## config.mk

```make
export PLATFORM = sky130hd
export DESIGN_NAME = rv32_alu_with_flags_top
export DESIGN_NICKNAME = d
export VERILOG_FILES = /design/src/hw/rtl/rv32af_pkg.sv /design/src/hw/rtl/rv32_alu_with_flags_top.sv /design/src/hw/rtl/rv32af_alu.sv
export SDC_FILE = /design/constraint.sdc
export NUM_CORES = 1
export LEC_CHECK = 0
export BUFFER_PORTS_ARGS = -buffer_cell sky130_fd_sc_hd__buf_2
export CAP_MARGIN = 0
export CELL_PAD_IN_SITES_DETAIL_PLACEMENT = 1
export CELL_PAD_IN_SITES_GLOBAL_PLACEMENT = 1
export CORE_ASPECT_RATIO = 1.4
export CORE_MARGIN = 4
export CORE_UTILIZATION = 34
export DETAILED_ROUTE_END_ITERATION = 6
export GPL_TIMING_DRIVEN = 1
export PLACE_DENSITY = 0.58
export SLEW_MARGIN = 15
export SYNTH_ARGS = -nofsm -noshare
export SYNTH_HDL_FRONTEND = slang
export SYNTH_SLANG_ARGS = --single-unit
```

## constraint.sdc

```tcl
create_clock -name clock -period 6.6 [get_ports clock]
set_clock_uncertainty 0.2 [all_clocks]
set_input_delay 0.99 -clock clock [delete_from_list [all_inputs] [get_ports clock]]
set_output_delay 0.99 -clock clock [all_outputs]
set_load 0.03 [all_outputs]
```

## src/hw/rtl/rv32af_pkg.sv

```systemverilog
// Package with the beat types and operation codes of the RV32 ALU with flags.
package rv32af_pkg;

   localparam int unsigned XLEN = 32;
   localparam int unsigned FUNC_W = 5;
   localparam int unsigned SHAMT_W = 5;

   localparam logic [FUNC_W-1:0] FUNC_ADD  = 5'd0;
   localparam logic [FUNC_W-1:0] FUNC_SUB  = 5'd1;
   localparam logic [FUNC_W-1:0] FUNC_AND  = 5'd2;
   localparam logic [FUNC_W-1:0] FUNC_OR   = 5'd3;
   localparam logic [FUNC_W-1:0] FUNC_XOR  = 5'd4;
   localparam logic [FUNC_W-1:0] FUNC_SLL  = 5'd5;
   localparam logic [FUNC_W-1:0] FUNC_SRL  = 5'd6;
   localparam logic [FUNC_W-1:0] FUNC_SRA  = 5'd7;
   localparam logic [FUNC_W-1:0] FUNC_SLT  = 5'd8;
   localparam logic [FUNC_W-1:0] FUNC_SLTU = 5'd9;
   localparam logic [FUNC_W-1:0] FUNC_PASSA = 5'd10;
   localparam logic [FUNC_W-1:0] FUNC_PASSB = 5'd11;

   typedef struct packed {
      logic [XLEN-1:0]   a;
      logic [XLEN-1:0]   b;
      logic [FUNC_W-1:0] func;
   } req_type;

   typedef struct packed {
      logic [XLEN-1:0] result;
      logic            zero;
      logic            eq;
      logic            less_signed;
      logic            less_unsigned;
      logic            negative;
      logic            carry;
      logic            overflow;
   } rsp_type;

endpackage

```

## src/hw/rtl/rv32_alu_with_flags_top.sv

```systemverilog
// Top level of the RV32 ALU with flags: input register, ALU datapath and result register.
// A beat passes from the input register through the ALU into the result register.
// One beat per cycle while rsp_ready is high; a single ALU pass lies between the registers.
// While a result waits, one more beat enters the input register, then the input stalls.
// Reset is synchronous and active high; it clears both valid bits, payload is not reset.
module rv32_alu_with_flags_top (
   input  logic                clock,
   input  logic                reset,
   input  logic                req_valid,
   output logic                req_ready,
   input  rv32af_pkg::req_type req_data,
   output logic                rsp_valid,
   input  logic                rsp_ready,
   output rv32af_pkg::rsp_type rsp_data
);

   logic                s1_valid_ff;
   logic                s1_valid_in;
   rv32af_pkg::req_type s1_data_ff;
   rv32af_pkg::req_type s1_data_in;
   logic                s2_valid_ff;
   logic                s2_valid_in;
   rv32af_pkg::rsp_type s2_data_ff;
   rv32af_pkg::rsp_type s2_data_in;
   rv32af_pkg::rsp_type alu_rsp;
   logic                s2_open;
   logic                s1_move;
   logic                req_take;

   rv32af_alu u_alu (
      .req (s1_data_ff),
      .rsp (alu_rsp)
   );

   always_comb begin
      s2_open     = !s2_valid_ff || rsp_ready;
      s1_move     = s1_valid_ff && s2_open;
      req_ready   = !s1_valid_ff || s2_open;
      req_take    = req_valid && req_ready;
      s1_valid_in = req_take || (s1_valid_ff && !s1_move);
      s1_data_in  = req_take ? req_data : s1_data_ff;
      s2_valid_in = s1_move || (s2_valid_ff && !rsp_ready);
      s2_data_in  = s1_move ? alu_rsp : s2_data_ff;
   end

   always_ff @(posedge clock) begin
      if (reset) begin
         s1_valid_ff <= 1'b0;
         s2_valid_ff <= 1'b0;
      end else begin
         s1_valid_ff <= s1_valid_in;
         s2_valid_ff <= s2_valid_in;
      end
      s1_data_ff <= s1_data_in;
      s2_data_ff <= s2_data_in;
   end

   assign rsp_valid = s2_valid_ff;
   assign rsp_data  = s2_data_ff;

   a_reset_empties : assert property (@(posedge clock)
      !reset && $past(reset) |-> !s1_valid_ff && !rsp_valid)
      else $error("Pipeline not empty after reset.");

   a_take_loads : assert property (@(posedge clock) disable iff (reset)
      req_valid && req_ready |=> s1_valid_ff)
      else $error("Accepted beat did not enter the input register.");

   a_s1_holds : assert property (@(posedge clock) disable iff (reset)
      s1_valid_ff && !s2_open |=> s1_valid_ff && $stable(s1_data_ff))
      else $error("Input register changed while the result register was blocked.");

   a_zero_flag : assert property (@(posedge clock) disable iff (reset)
      rsp_valid |-> rsp_data.zero == (rsp_data.result == '0))
      else $error("Zero flag does not match the result.");

   a_eq_not_lt : assert property (@(posedge clock) disable iff (reset)
      rsp_valid && rsp_data.eq |-> !rsp_data.less_signed && !rsp_data.less_unsigned)
      else $error("Equal operands reported as less than.");

endmodule

```

## src/hw/rtl/rv32af_alu.sv

```systemverilog
// Combinational ALU datapath: shared adder, logic ops, shifter, result select and flags.
module rv32af_alu (
   input  rv32af_pkg::req_type req,
   output rv32af_pkg::rsp_type rsp
);

   logic                               is_sub;
   logic                               is_arith;
   logic [rv32af_pkg::XLEN-1:0]        bop;
   logic [rv32af_pkg::XLEN:0]          wide;
   logic [rv32af_pkg::XLEN-1:0]        sum;
   logic                               cy;
   logic                               ov;
   logic                               lts;
   logic                               ltu;
   logic [rv32af_pkg::SHAMT_W-1:0]     shamt;
   logic [rv32af_pkg::XLEN-1:0]        res;

   always_comb begin
      is_sub = (req.func == rv32af_pkg::FUNC_SUB) || (req.func == rv32af_pkg::FUNC_SLT) ||
               (req.func == rv32af_pkg::FUNC_SLTU);
      is_arith = is_sub || (req.func == rv32af_pkg::FUNC_ADD);
      bop = is_sub ? ~req.b : req.b;
      wide = {1'b0, req.a} + {1'b0, bop} + {{rv32af_pkg::XLEN{1'b0}}, is_sub};
      sum = wide[rv32af_pkg::XLEN-1:0];
      cy = wide[rv32af_pkg::XLEN];
      ov = (req.a[rv32af_pkg::XLEN-1] == bop[rv32af_pkg::XLEN-1]) &&
           (sum[rv32af_pkg::XLEN-1] != req.a[rv32af_pkg::XLEN-1]);
      lts = is_sub & (sum[rv32af_pkg::XLEN-1] ^ ov);
      ltu = is_sub & ~cy;
      shamt = req.b[rv32af_pkg::SHAMT_W-1:0];

      unique case (req.func)
         rv32af_pkg::FUNC_ADD,
         rv32af_pkg::FUNC_SUB:   res = sum;
         rv32af_pkg::FUNC_AND:   res = req.a & req.b;
         rv32af_pkg::FUNC_OR:    res = req.a | req.b;
         rv32af_pkg::FUNC_XOR:   res = req.a ^ req.b;
         rv32af_pkg::FUNC_SLL:   res = req.a << shamt;
         rv32af_pkg::FUNC_SRL:   res = req.a >> shamt;
         rv32af_pkg::FUNC_SRA:   res = rv32af_pkg::XLEN'($signed(req.a) >>> shamt);
         rv32af_pkg::FUNC_SLT:   res = {{(rv32af_pkg::XLEN-1){1'b0}}, lts};
         rv32af_pkg::FUNC_SLTU:  res = {{(rv32af_pkg::XLEN-1){1'b0}}, ltu};
         rv32af_pkg::FUNC_PASSA: res = req.a;
         rv32af_pkg::FUNC_PASSB: res = req.b;
         default:                res = '0;
      endcase

      rsp.result        = res;
      rsp.zero          = (res == '0);
      rsp.eq            = is_sub && (sum == '0);
      rsp.less_signed   = lts;
      rsp.less_unsigned = ltu;
      rsp.negative      = res[rv32af_pkg::XLEN-1];
      rsp.carry         = is_arith & cy;
      rsp.overflow      = is_arith & ov;
   end

endmodule
```

# Yosys cells after proc, flatten, opt, wreduce, memory -nomap -nowiden
# Index checks and enable logic that the tools add are counted.
totals:
  output_inout_bits: 41
  reg_bits: 110
  wordCells: 64
  input_bits: 73
op_classes:
  bitwise_logic: 10
  n_reduce_logical: 21
  addsub: 2
  n_eq_ne: 13
  shift: 3
  muxes: 2
op_table:
  columns: ["op", "count"]
  rows:
  - ["$pmux W32 S11", 1]
  - ["$logic_not A32 Y1", 2]
  - ["$add A32 B32 Y33", 1]
  - ["$add A33 B1 Y33", 1]
  - ["$and A32 B32 Y32", 1]
  - ["$mux W32", 1]
  - ["$not A32 Y32", 1]
  - ["$or A32 B32 Y32", 1]
  - ["$shl A32 B5 Y32", 1]
  - ["$shr A32 B5 Y32", 1]
  - ["$sshr A32 B5 Y32", 1]
  - ["$xor A32 B32 Y32", 1]
  - ["$eq A5 B3 Y1 const B", 4]
  - ["$eq A5 B4 Y1 const B", 4]
  - ["$eq A5 B2 Y1 const B", 2]
  - ["$logic_or A1 B1 Y1", 7]
  - ["$logic_and A1 B1 Y1", 6]
  - ["$eq A5 B1 Y1 const B", 1]
  - ["$logic_not A5 Y1", 1]
  - ["$and A1 B1 Y1", 4]
  - ["$logic_not A1 Y1", 4]
  - ["$reduce_or A2 Y1", 1]
  - ["$eq A1 B1 Y1", 1]
  - ["$ne A1 B1 Y1", 1]
  - ["2 further kinds", 2]

# Depth between registers and ports, before layout
depth:
  word_depth: 12
  depth_mapped: 19
  depth_no_buf: 15

# Modules after synthesis
# A second synthesis with hierarchy kept.
hier_totals:
  cells_unflattened: 1441
  hier_area_um2: 12794.8
modules_own_cells:
  columns: ["mod", "area_per_inst_um2", "seq_area_each_um2", "n_inst", "cells_each"]
  rows:
  - ["rv32af_alu", 9447.8, 0.0, 1, 1323]
  - ["rv32_alu_with_flags_top", 3347.0, 3283.1, 1, 118]

# Least setup slack after synthesis
# Ideal clock, no wire load.
synth_timing:
  path_kind: "register to register"
  start: "register s1_data_ff[1] (netlist bit)"
  end: "register s2_data_ff, in the netlist rsp_data[6] (data pin)"
  path_stages_with_launch: 17
  period_less_slack_ps: 5016
  setup_time_ps: 170
  n_path_buf: 3
  path_slack_ps: 1584
  arrival_ps: 4646
  path_cell_list: "edfxtp_1 or3_1 buf_2 nor2_1 clkbuf_1 xnor2_1 ha_1 clkbuf_1 nand4_1 or3_1 o211ai_1 a21oi_1 o21ai_0 or4b_2 a31oi_1 o21ai_0 nor4_2"
synth_rtl:
  columns: ["element", "line", "rtl"]
  rows:
  - ["start, declared", "rv32_alu_with_flags_top.sv:19", "rv32af_pkg::req_type s1_data_ff;"]
  - ["start signal, assigned", "rv32_alu_with_flags_top.sv:54", "s1_data_ff <= s1_data_in;"]
  - ["end signal, assigned", "rv32_alu_with_flags_top.sv:55", "s2_data_ff <= s2_data_in;"]
  - ["end, declared", "rv32_alu_with_flags_top.sv:23", "rv32af_pkg::rsp_type s2_data_ff;"]

==> results.txt <==
The run finished with clean final reports. The y dimension of the die is 233 um. The static power due to leakage came out at 5.45 nW. The worst setup path is of the flop to flop kind.

After synthesis, flip-flops and latches occupy 26.4% of the total area. The worst endpoint required time came out at 6610 ps. The detailed placer's ending HPWL is 46800 um. Yosys instantiated no cell more often than nand2_1. The worst setup path is captured at a flop.

The worst setup path is launched from a flop. Clock latency on the worst-skew pair, taken at its later pin, is 390 ps. The maximum clock frequency came out at 169 MHz. The floorplan has 82 rows. The first element of the critical path is s1_data_ff[1]. After synthesis, the mean cell area works out to 8.90 um^2. TritonCTS built the clock tree.

The number of instances in the synthesized netlist came out at 1383. The final antenna-violating net count came out at 0. The largest voltage drop on the vdd net is 103 uV. The floorplan step set the die width to 169 um. The placeable core region is 0.0358 mm^2. The largest fanout on the critical path came out at 14. The async set or reset register ratio after synthesis came out at 0%. The routability congestion estimate from global placement is 1.01. The arrival time at the worst endpoint came out at 5930 ps. The number of endpoints with negative hold slack in the final report came to 0.

Ranked by instance count, the synthesized netlist is headed by nand2_1, edfxtp_1, ha_1. During placement, the flow inserted port buffers numbering 113. Clock tree synthesis inserted a total of 9 buffers. The number of DRC violations after detailed routing came out at 0.

The number of antenna violations at the first check in global routing was 3. Setup repair after global routing left no endpoint under its margin. The final design area excluding fillers came out at 0.0137 mm^2. The switching power summed over all nets came out at 0.000995 W. In the global route stage, overall resource usage came out at 30.2%. Sequential cells burn 36.2% of the power. The final layout contains 1615 nets.

The share of power burned in the clock network came out at 23.3%. The reg2reg setup slack is 690 ps. The worst path needs 5910 ps of the cycle, external delays included. The classification of the worst-slack hold path is flop to flop.

By area the synthesized netlist is led by edfxtp_1, ha_1, mux4_2. The area growth from synthesis to final layout came out at 11.1%. The max-slew headroom at the worst pin came out at 26.8%. The DRC violation total after the first TritonRoute iteration came out at 1091. The cell area after technology mapping came out at 0.0123 mm^2.

The number of gates given a new drive strength after cts is 0. The starting utilization of the core area is 34.4%. The area share of the largest cell type after synthesis came out at 26.1%. The final wirelength came out at 60400 um. The routed wire length per instance is 31.6 um. The via count came out at 12400. The final instance count without filler cells came out at 1910.

After routing, the total negative slack on setup checks comes to 0 ps. The placed instances occupy a cell area of 0.0134 mm^2. The worst hold slack across all endpoints came out at 319 ps. The origin of the critical flop-to-flop path is s1_data_ff[1]. The share of total power dissipated in combinational logic is 40.4%. Synthesis produced a netlist with a net count of 1555. The count of state elements after synthesis came out at 109. The H-tree was split into 3 levels. The biggest area consumer among synthesized cells is edfxtp_1. Summed over all layers, the global routing overflow is 0. The first-pass GRT wire length came out at 87000 um. In the synthesized netlist the dominant register cell turns out to be edfxtp_1. The TritonCTS sink count is 109.

The tree is rooted in a clkbuf_16. Net switching is 41.2% of the power. The count of maximum capacitance violations came out at 0. The count of hold-fix buffers inserted at cts came out at 0.

The clock passes through at most 2 buffers. For the pin with the worst max-slew slack, the measured transition is 1100 ps. The post-CTS setup repair buffer count came out at 0.

The number of distinct library cells after synthesis is 84. The worst register-to-register path has a depth of 15. The antenna diode instance count came out at 0. The share of the core filled with cells in the final layout came out at 38.2%. The maximum number of pins on one net before global-route repair came out at 70.

Of the cells placed in the final design, the portion with a size suffix greater than 1 is 19.7%. The number of global-route vias before repair was 12400. The critical path ends at rsp_data[6].

In this run the critical register-to-register path is captured at rsp_data[6]. The max-slew violation total from the final report is 0. The clock transition at the register clock pins on the worst setup and hold paths after CTS came out at 80 ps.

The instance count after placement with tap cells included came out at 1894. The number of synthesized flops with an enable pin came out at 107. In this run the power density over the cells is 176 mW/mm^2.

Pin placement for this block handled 114 I/O pins. The final count of negative-setup-slack endpoints is 0. The die footprint is 0.0394 mm^2. The internal portion of the total power is 0.00142 W. The ratio of routed vias to standard cells came out at 6.48. Dividing the final minimum period by the clock period gives 89.6%. The number of synthesis warnings is 0. The total iterations of the first detailed-routing run is 5.
## how the worst min path moves through the flow
stage           startpoint   endpoint  slack, ps  depth (start not counted)
2_1_floorplan  s1_valid_ff  rsp_valid        280                          2
3_5_place_dp   s1_valid_ff  rsp_valid        310                          2
4_1_cts        s1_valid_ff  rsp_valid        320                          2
3_3_place_gp   s1_valid_ff  rsp_valid        330                          2
6_report       s1_valid_ff  rsp_valid        320                          2
5_1_grt        s1_valid_ff  rsp_valid        370                          2
## power by group through the flow
stage               logic, W  clock network (W)  registers, W
finish              0.000976           0.000563      0.000875
global route         0.00104           0.000609      0.000878
CTS                 0.000963           0.000580      0.000873
detailed placement  0.000959                  0      0.000888
global placement    0.000952                  0      0.000887
floorplan           0.000598                  0      0.000889
## critical path: stages, from the launching register on
cell and delay, ps:
edfxtp_1 540, or3_1 480, nor2_4 460, xnor2_1 150
ha_1 390, a21oi_1 400, o211ai_1 170, a221oi_1 630
a311oi_1 350, nor2_1 500, o211ai_1 280, a311o_1 370
a2111oi_0 360, buf_4 190, nand4_1 100, nor4_2 160
## cells in the final DEF, fill, tap and decap left out, types with 42 or more instances in the layout
cell type / n
buf_2: 113
nand2_1: 108
edfxtp_1: 107
ha_1: 98
nor2_1: 88
a21oi_1: 86
inv_1: 77
o21ai_0: 63
xnor2_1: 48
mux2i_1: 47
buf_4: 45
mux2_2: 42
## layout make-up
type | count | area (um^2)
repair buffers | 159 | 923
flip-flops and latches | 109 | 3250
clock buffers | 9 | 225
well taps | 462 | 578
multi-input cells | 1084 | 8340
fillers | 4188 | 22100
inverters | 80 | 300
clock inverters | 7 | 62.6
## flip-flops by register name (all words and copies together) (netlist names)
name / cells
s1_valid_ff: 1
s1_data_ff: 69
rsp_data: 38
rsp_valid: 1
## per-layer routing
metal / global-route usage, % / part of all wire (%) / up-vias / wire (um)
li1: - / - / 5428 / -
met1: 36.4 / 40 / 6299 / 23900
met2: 52.2 / 49 / 485 / 29700
met5: 0 / 0.084 / - / 51
met4: 14.7 / 5.5 / 6 / 3330
met3: 4.76 / 5.6 / 160 / 3360
## cell families (layout without fill, tap and decap cells)
| kind of cell | count (synthesis) | in the layout | synth area share, % |
|---|---|---|---|
| DFF | 109 | 109 | 26.4 |
| buffers and inverters | 190 | 255 | 6.14 |
| muxes | 124 | 124 | 14.0 |
| AOI/OAI and AO/OA | 410 | 410 | 23.2 |
| and+or+nand+nor | 393 | 393 | 16.0 |
| adders and majority gates | 99 | 99 | 10.1 |
| xor gates and xnor gates | 58 | 58 | 4.13 |
## stage by stage
stage | power [W] | setup slack (ps)
6_report | 0.00241 | 690
5_1_grt | 0.00253 | 330
4_1_cts | 0.00242 | 744
3_5_place_dp | 0.00185 | 773
3_3_place_gp | 0.00184 | 905
2_1_floorplan | 0.00149 | 1580
No activity file was read; power rests on OpenSTA's default activity.
